### config.mk
export PLATFORM = sky130hd
export DESIGN_NAME = ypcb_sincos
export DESIGN_NICKNAME = d
export VERILOG_FILES = /design/src/yaw_pitch_camera_basis_defines.svh /design/src/ypcb_pkg.sv /design/src/ypcb_sincos.sv
export SDC_FILE = /design/constraint.sdc
export NUM_CORES = 2
export LEC_CHECK = 0
export BUFFER_PORTS_ARGS = -buffer_cell sky130_fd_sc_hd__buf_2
export CORE_MARGIN = 8
export CORE_UTILIZATION = 50
export CTS_CLUSTER_SIZE = 16
export DETAILED_ROUTE_END_ITERATION = 12
export PLACE_DENSITY_LB_ADDON = 0.3
export SYNTH_ARGS = -nofsm -noshare
export SYNTH_HDL_FRONTEND = slang
export SYNTH_SLANG_ARGS = --single-unit
### constraint.sdc
create_clock -name clk -period 12.5 [get_ports clk]
set_input_delay 1.25 -clock clk [delete_from_list [all_inputs] [get_ports clk]]
set_output_delay 1.25 -clock clk [all_outputs]
set_load 0.005 [all_outputs]
### src/yaw_pitch_camera_basis_defines.svh
// Assertion macros shared by the camera basis RTL.
// Depends on nothing; the including module must declare clk and rst_n.
`ifndef YAW_PITCH_CAMERA_BASIS_DEFINES_SVH
`define YAW_PITCH_CAMERA_BASIS_DEFINES_SVH

// The consequent must hold in the same cycle as the antecedent.
`define YPCB_ASSERT_NOW(lbl, ante, cons, msg) \
  lbl: assert property (@(posedge clk) disable iff (!rst_n) (ante) |-> (cons)) \
    else $error(msg);

// The consequent must hold in the cycle after the antecedent.
`define YPCB_ASSERT_NEXT(lbl, ante, cons, msg) \
  lbl: assert property (@(posedge clk) disable iff (!rst_n) (ante) |=> (cons)) \
    else $error(msg);

`endif

### src/ypcb_pkg.sv
// Types, constants and small functions for the yaw/pitch camera basis block.
// Used by ypcb_sincos and yaw_pitch_camera_basis; depends on nothing.
package ypcb_pkg;

  localparam int ANGLE_FRAC_BITS  = 8;
  localparam int VECTOR_FRAC_BITS = 14;

  localparam int DEG_1   = 1 << ANGLE_FRAC_BITS;
  localparam int DEG_45  = 45 * DEG_1;
  localparam int DEG_89  = 89 * DEG_1;
  localparam int DEG_90  = 90 * DEG_1;
  localparam int DEG_180 = 180 * DEG_1;
  localparam int DEG_270 = 270 * DEG_1;
  localparam int DEG_360 = 360 * DEG_1;

  // Bias that makes any yaw or pitch sum non-negative before the modulo pass.
  localparam int WRAP_BIAS  = DEG_180 + 183 * DEG_360;
  localparam int WRAP_STEPS = 8;

  localparam logic [31:0] RAD_PER_DEG_Q32 = 32'd74961321;
  localparam int TV_SHIFT = 32 - VECTOR_FRAC_BITS;

  localparam logic [15:0] SENS_RESET = 16'd4588;
  localparam logic signed [16:0] YAW_RESET = -17'sd23040;

  localparam logic signed [17:0] VEC_ONE = 18'(1 << VECTOR_FRAC_BITS);

  typedef enum logic [1:0] {
    CFG_SENS        = 2'd0,
    CFG_START_YAW   = 2'd1,
    CFG_START_PITCH = 2'd2
  } cfg_idx_t;

  typedef enum logic [3:0] {
    T_IDLE, T_INCX, T_WRAPY, T_INCY, T_WRAPP, T_TRIGY, T_TRIGP,
    T_FX, T_FZ, T_UX, T_UZ, T_UY1, T_UY2, T_OUT
  } top_state_t;

  typedef enum logic [3:0] {
    SC_IDLE, SC_X, SC_X2, SC_MS, SC_DS, SC_MC, SC_DC, SC_FIN, SC_DONE
  } sc_state_t;

  typedef struct packed {
    logic               done;
    logic signed [15:0] sin_v;
    logic signed [15:0] cos_v;
  } sc_result_t;

  // Divisor n(n-1) of Taylor term k for sine or cosine.
  function automatic logic [7:0] term_div(input logic is_cos, input logic [2:0] k);
    logic [7:0] d;
    case ({is_cos, k})
      4'b0001: d = 8'd6;
      4'b0010: d = 8'd20;
      4'b0011: d = 8'd42;
      4'b0100: d = 8'd72;
      4'b0101: d = 8'd110;
      4'b0110: d = 8'd156;
      4'b1001: d = 8'd2;
      4'b1010: d = 8'd12;
      4'b1011: d = 8'd30;
      4'b1100: d = 8'd56;
      4'b1101: d = 8'd90;
      4'b1110: d = 8'd132;
      default: d = 8'd1;
    endcase
    return d;
  endfunction

  // Saturates a vector component to plus or minus one.
  function automatic logic [15:0] sat_vec(input logic signed [17:0] v);
    logic signed [17:0] c;
    if (v > VEC_ONE) c = VEC_ONE;
    else if (v < -VEC_ONE) c = -VEC_ONE;
    else c = v;
    return c[15:0];
  endfunction

endpackage

### src/ypcb_sincos.sv
// Sine and cosine of a wrapped Q.8 degree angle by Taylor series, Q1.14 results.
// One shared multiplier and a bit-serial divider; depends on ypcb_pkg.
module ypcb_sincos import ypcb_pkg::*; (
  input  logic               clk,
  input  logic               rst_n,
  input  logic               start,
  input  logic signed [16:0] angle,
  output sc_result_t         res
);

  sc_state_t state_r, state_nxt;

  logic [1:0]  quad_r;
  logic        swap_r;
  logic [13:0] red_r;
  logic [31:0] x_r, x2_r, ts_r, dq_r;
  logic [32:0] tc_r, ss_r, sc_r;
  logic [2:0]  k_r;
  logic [7:0]  rem_r;
  logic [4:0]  bit_r;
  logic signed [15:0] sin_r, cos_r;

  // Angle reduction to quadrant and remainder.
  logic [16:0] n_ang;
  logic [14:0] r_ang;
  logic [1:0]  q_ang;
  logic        sw_ang;
  logic [13:0] red_ang;

  always_comb begin
    n_ang = angle[16] ? 17'(angle) + 17'(DEG_360) : 17'(angle);
    if (n_ang >= 17'(DEG_270)) begin
      q_ang = 2'd3;
      r_ang = 15'(n_ang - 17'(DEG_270));
    end else if (n_ang >= 17'(DEG_180)) begin
      q_ang = 2'd2;
      r_ang = 15'(n_ang - 17'(DEG_180));
    end else if (n_ang >= 17'(DEG_90)) begin
      q_ang = 2'd1;
      r_ang = 15'(n_ang - 17'(DEG_90));
    end else begin
      q_ang = 2'd0;
      r_ang = n_ang[14:0];
    end
    sw_ang  = r_ang > 15'(DEG_45);
    red_ang = sw_ang ? 14'(15'(DEG_90) - r_ang) : r_ang[13:0];
  end

  // Shared multiplier, operands picked by state.
  logic [32:0] mul_a;
  logic [31:0] mul_b;
  logic [64:0] prod;

  always_comb begin
    case (state_r)
      SC_X: begin
        mul_a = {19'd0, red_r};
        mul_b = RAD_PER_DEG_Q32;
      end
      SC_X2: begin
        mul_a = {1'b0, x_r};
        mul_b = x_r;
      end
      SC_MS: begin
        mul_a = {1'b0, ts_r};
        mul_b = x2_r;
      end
      default: begin
        mul_a = tc_r;
        mul_b = x2_r;
      end
    endcase
    prod = 65'(mul_a) * 65'(mul_b);
  end

  // Restoring divider, one quotient bit per cycle.
  logic [7:0]  dvs;
  logic [8:0]  r9;
  logic        ge;
  logic [7:0]  rem_nxt;
  logic [31:0] dq_nxt;

  always_comb begin
    dvs     = term_div(state_r == SC_DC, k_r);
    r9      = {rem_r, dq_r[31]};
    ge      = r9 >= {1'b0, dvs};
    rem_nxt = ge ? 8'(r9 - {1'b0, dvs}) : r9[7:0];
    dq_nxt  = {dq_r[30:0], ge};
  end

  // Final rounding and quadrant mapping.
  logic signed [15:0] s_v, c_v, s_sw, c_sw, sin_f, cos_f;

  always_comb begin
    s_v  = 16'((ss_r + (33'd1 << (TV_SHIFT - 1))) >> TV_SHIFT);
    c_v  = 16'((sc_r + (33'd1 << (TV_SHIFT - 1))) >> TV_SHIFT);
    s_sw = swap_r ? c_v : s_v;
    c_sw = swap_r ? s_v : c_v;
    case (quad_r)
      2'd0: begin sin_f = s_sw;  cos_f = c_sw;  end
      2'd1: begin sin_f = c_sw;  cos_f = -s_sw; end
      2'd2: begin sin_f = -s_sw; cos_f = -c_sw; end
      default: begin sin_f = -c_sw; cos_f = s_sw; end
    endcase
  end

  always_ff @(posedge clk) begin
    if (!rst_n) state_r <= SC_IDLE;
    else state_r <= state_nxt;
  end

  always_comb begin
    state_nxt = state_r;
    case (state_r)
      SC_IDLE: if (start) state_nxt = SC_X;
      SC_X:    state_nxt = SC_X2;
      SC_X2:   state_nxt = SC_MS;
      SC_MS:   state_nxt = SC_DS;
      SC_DS:   if (bit_r == 5'd31) state_nxt = SC_MC;
      SC_MC:   state_nxt = SC_DC;
      SC_DC: begin
        if (bit_r == 5'd31) state_nxt = (k_r == 3'd6) ? SC_FIN : SC_MS;
      end
      SC_FIN:  state_nxt = SC_DONE;
      SC_DONE: state_nxt = SC_IDLE;
      default: state_nxt = SC_IDLE;
    endcase
  end

  always_ff @(posedge clk) begin
    case (state_r)
      SC_IDLE: begin
        quad_r <= q_ang;
        swap_r <= sw_ang;
        red_r  <= red_ang;
      end
      SC_X: x_r <= prod[39:8];
      SC_X2: begin
        x2_r <= prod[63:32];
        ts_r <= x_r;
        ss_r <= {1'b0, x_r};
        tc_r <= 33'd1 << 32;
        sc_r <= 33'd1 << 32;
        k_r  <= 3'd1;
      end
      SC_MS, SC_MC: begin
        dq_r  <= prod[63:32];
        rem_r <= 8'd0;
        bit_r <= 5'd0;
      end
      SC_DS, SC_DC: begin
        dq_r  <= dq_nxt;
        rem_r <= rem_nxt;
        bit_r <= bit_r + 5'd1;
        if (bit_r == 5'd31) begin
          if (state_r == SC_DS) begin
            ts_r <= dq_nxt;
            ss_r <= k_r[0] ? ss_r - {1'b0, dq_nxt} : ss_r + {1'b0, dq_nxt};
          end else begin
            tc_r <= {1'b0, dq_nxt};
            sc_r <= k_r[0] ? sc_r - {1'b0, dq_nxt} : sc_r + {1'b0, dq_nxt};
            k_r  <= k_r + 3'd1;
          end
        end
      end
      SC_FIN: begin
        sin_r <= sin_f;
        cos_r <= cos_f;
      end
      default: ;
    endcase
  end

  assign res.done  = (state_r == SC_DONE);
  assign res.sin_v = sin_r;
  assign res.cos_v = cos_r;

endmodule

==> key figures <==
Floorplanning
  – Core area: 103200 um^2
  – Die ar.: 114400 um^2
  – Initial Util: 0.5030
  – Rows: 118
  – Die height: 338.2 um
  – IO Pins: 53
  – Chip Width: 338.2 um

Timing
  – RSZ-0062 raised after global routing: no
  – Endpoints failing hold: 0
  – Fin crit period: 10.82 ns
  – Setup Skew: 0.03738 ns
  – Fmax: 0.09238 GHz
  – Normalized max-slew margin: 0.09861
  – Final setup vio count: 0
  – Worst slew pin tran: 1.352 ns
  – Tcrit/Tclk final: 0.8660
  – Final setup TNS: 0 ns
  – Max Slew Vio Count: 0

Place
  – Port buffer count: 52
  – RePlAce Congestion: 1.004
  – Placed cells: 7061
  – Dpl hpwl: 134.2 mm

Finish
  – Share of cells above drive strength 1: 0.05245
  – Fin cells: 7126
  – Nets: 7013
  – Synth-to-Final Area Change: 6.172%

Route
  – ANT nets after route: 0
  – Via density: 5.902
  – DRC: 0
  – Iteration count of the initial detailed-routing pass: 8
  – Vias: 42060
  – Post-DR wirelength/cell: 24.31 um
  – Drt total wl: 173.3 mm
  – Initial DRC Count: 4478

Setup path
  – Critical Path AT: 11.15 ns
  – Cell family with most CP delay: adder cells
  – Critical path buffers and inverters: 6
  – Crit-path max cell delay: 0.57 ns
  – Worst flop-to-flop path endpoint: dq_r[16]$_DFFE_PP_
  – Worst flop-to-flop path startpoint: state_r[3]$_SDFFE_PN0P_
  – CP Data Required Time: 12.82 ns
  – Critical path's most frequent cell: fa_1
  – Crit path max-delay cell type: or4b_1
  – WS Path Type: reg2reg
  – Setup crit start kind: flip-flop
  – CP Max Fanout: 38
  – R2r setup slk: 1.68 ns
  – CP endpoint kind: flip-flop
  – R2R cell count: 30

Yosys
  – Mapped Cells: 5780
  – Mapped Nets: 7076
  – Sequential cell area fraction in the yosys report: 0.1704
  – Post-synth EDFFs: 292
  – Leading post-synthesis cells by cell area: fa_1, edfxtp_1, ha_1
  – Register bit total from synthesis: 296
  – Post-synth top flop: edfxtp_1
  – Count of different cell masters after synthesis: 85
  – Avg Cell Area, Syn: 8.982 um^2
  – Synth Cell Area: 51910 um^2
  – Asr flop ratio synth: 0
  – Yosys top cell by area: fa_1
  – Yosys warnings: 0
  – Top cell type's share of synthesized area: 0.3575

Min path
  – Hold path startpoint: bit_r[0]$_SDFFCE_PP0P_
  – Min-delay worst type: reg2reg
  – Hold Path Stages: 1
  – Worst Hold Endpoint: bit_r[0]$_SDFFCE_PP0P_

Clock network
  – CTS buffer count: 34
  – H-tree depth: 2
  – Post-CTS setup buffers: 0
  – Resized Gates After CTS: 0
  – Clock Sinks: 296
  – Buffer depth of the longest clock path: 3
  – Clk Latency, worst-skew pair: 0.60 ns
  – Clock root buffer: clkbuf_16
  – Clk pin slew, worst setup/hold paths: 0.06 ns
  – CTS tree: built
  – Hold-fix buffers at CTS: 0

Global routing
  – Global Route Usage Sum: 0.2996
  – Pin count of the biggest net entering global routing: 77
  – Antenna violations before repair: 12
  – First-pass GRT wire length: 263.2 mm
  – Grt ovf: 0
  – Vias in the first global route: 42850

Outcome
  – Status: completed

Run
  – Max cap viols: 0
==> stage by stage <==
stage	hold WS [ns]	util	cell area [um^2]	worst slack, ns
floorplan	0.5531	-	51910	2.550
global placement	0.5930	0.5236	54030	1.936
detailed placement	0.5973	0.5236	54040	1.879
CTS	0.6061	0.5339	55100	1.812
global route	0.6443	0.5339	55100	1.365
finish	0.6123	0.5341	55120	1.675
==> worst reg2reg max path: cells and delay by family, from the launching register on <==
family	cells	cell delay [ns]
AOI/OAI and AO/OA	8	1.90
adders and majority gates	9	4.32
and+or+nand+nor	6	1.95
buffers and inverters	6	1.84
DFF	1	0.46
xor gates and xnor gates	1	0.13
==> state kept, by name (all words and copies together) (netlist names), 16 cells and up <==
signal / cells
ts_r: 32
x_r: 32
sin_r: 16
tc_r: 33
sc_r: 33
x2_r: 32
cos_r: 16
ss_r: 33
dq_r: 32
==> area by class of cell <==
class | instances | area (um^2)
well taps | 1380 | 1727
fillers | 9439 | 48080
repair buffers | 163 | 1094
clock buffers | 41 | 877.1
inverters | 1034 | 3884
clock inverters | 17 | 187.7
diodes | 7 | 17.52
multi-input cells | 4188 | 38480
flip-flops and latches | 296 | 8850
==> synthesized netlist by cell type (all sizes together) (19+ instances only) <==
library cell / count
nor2b: 29
a21oi: 191
mux2i: 56
xnor2: 128
o22ai: 20
inv: 1032
nor3: 47
nand2b: 27
nor4: 19
and2: 23
buf: 29
fa: 927
o21bai: 21
or3: 20
edfxtp: 292
a211oi: 25
nand2: 918
nor2: 678
and3: 25
o21ai: 164
a21o: 90
o21a: 52
clkbuf: 233
ha: 349
nand3: 59
xor2: 68
nand4: 29
==> cells by family after synthesis <==
family                     count (synthesis)  synth area share
buffers and inverters                   1296           0.09426
and+or+nand+nor                         1926            0.1544
xor gates and xnor gates                 196           0.03307
muxes                                     74           0.01665
AOI/OAI and AO/OA                        716           0.08956
DFF                                      296            0.1704
adders and majority gates               1276            0.4416
==> worst max-delay path by stage <==
stage | depth (start not counted) | startpoint | endpoint | slack (ns)
finish | 30 | state_r[3]$_SDFFE_PN0P_ | dq_r[16]$_DFFE_PP_ | 1.68
global route | 28 | state_r[0]$_SDFFE_PN0P_ | dq_r[31]$_DFFE_PP_ | 1.37
CTS | 30 | state_r[0]$_SDFFE_PN0P_ | dq_r[1]$_DFFE_PP_ | 1.81
detailed placement | 30 | state_r[0]$_SDFFE_PN0P_ | dq_r[1]$_DFFE_PP_ | 1.88
global placement | 30 | state_r[0]$_SDFFE_PN0P_ | dq_r[1]$_DFFE_PP_ | 1.94
floorplan | 31 | state_r[2]$_SDFFE_PN0P_ | dq_r[23]$_DFFE_PP_ | 2.55
==> per-layer routing <==
layer  routed length (um)  GRT usage  vias up
met2                74700     0.4499     2350
met5                   70          0        -
met4                11230     0.1540        8
met1                66710     0.3946    21140
met3                20550    0.08600      511
li1                     -          -    18050
==> placed cells by master, fill, tap and decap left out, drive strengths merged, types with 19 or more instances in the layout <==
cell type / count
and3: 25
mux2i: 56
xor2: 68
nor2b: 29
fa: 927
nand4: 29
o21bai: 21
nor3: 47
and2: 23
ha: 349
nand2: 918
clkbuf: 41
nand2b: 27
nor4: 19
o22ai: 20
nor2: 678
nand3: 59
o21ai: 164
or3: 20
edfxtp: 292
buf: 163
xnor2: 128
a21oi: 191
a21o: 90
o21a: 52
a211oi: 25
inv: 1033
Power is not shown: default switching activity piles up to over one toggle a cycle in this logic, so the estimate is an artifact.
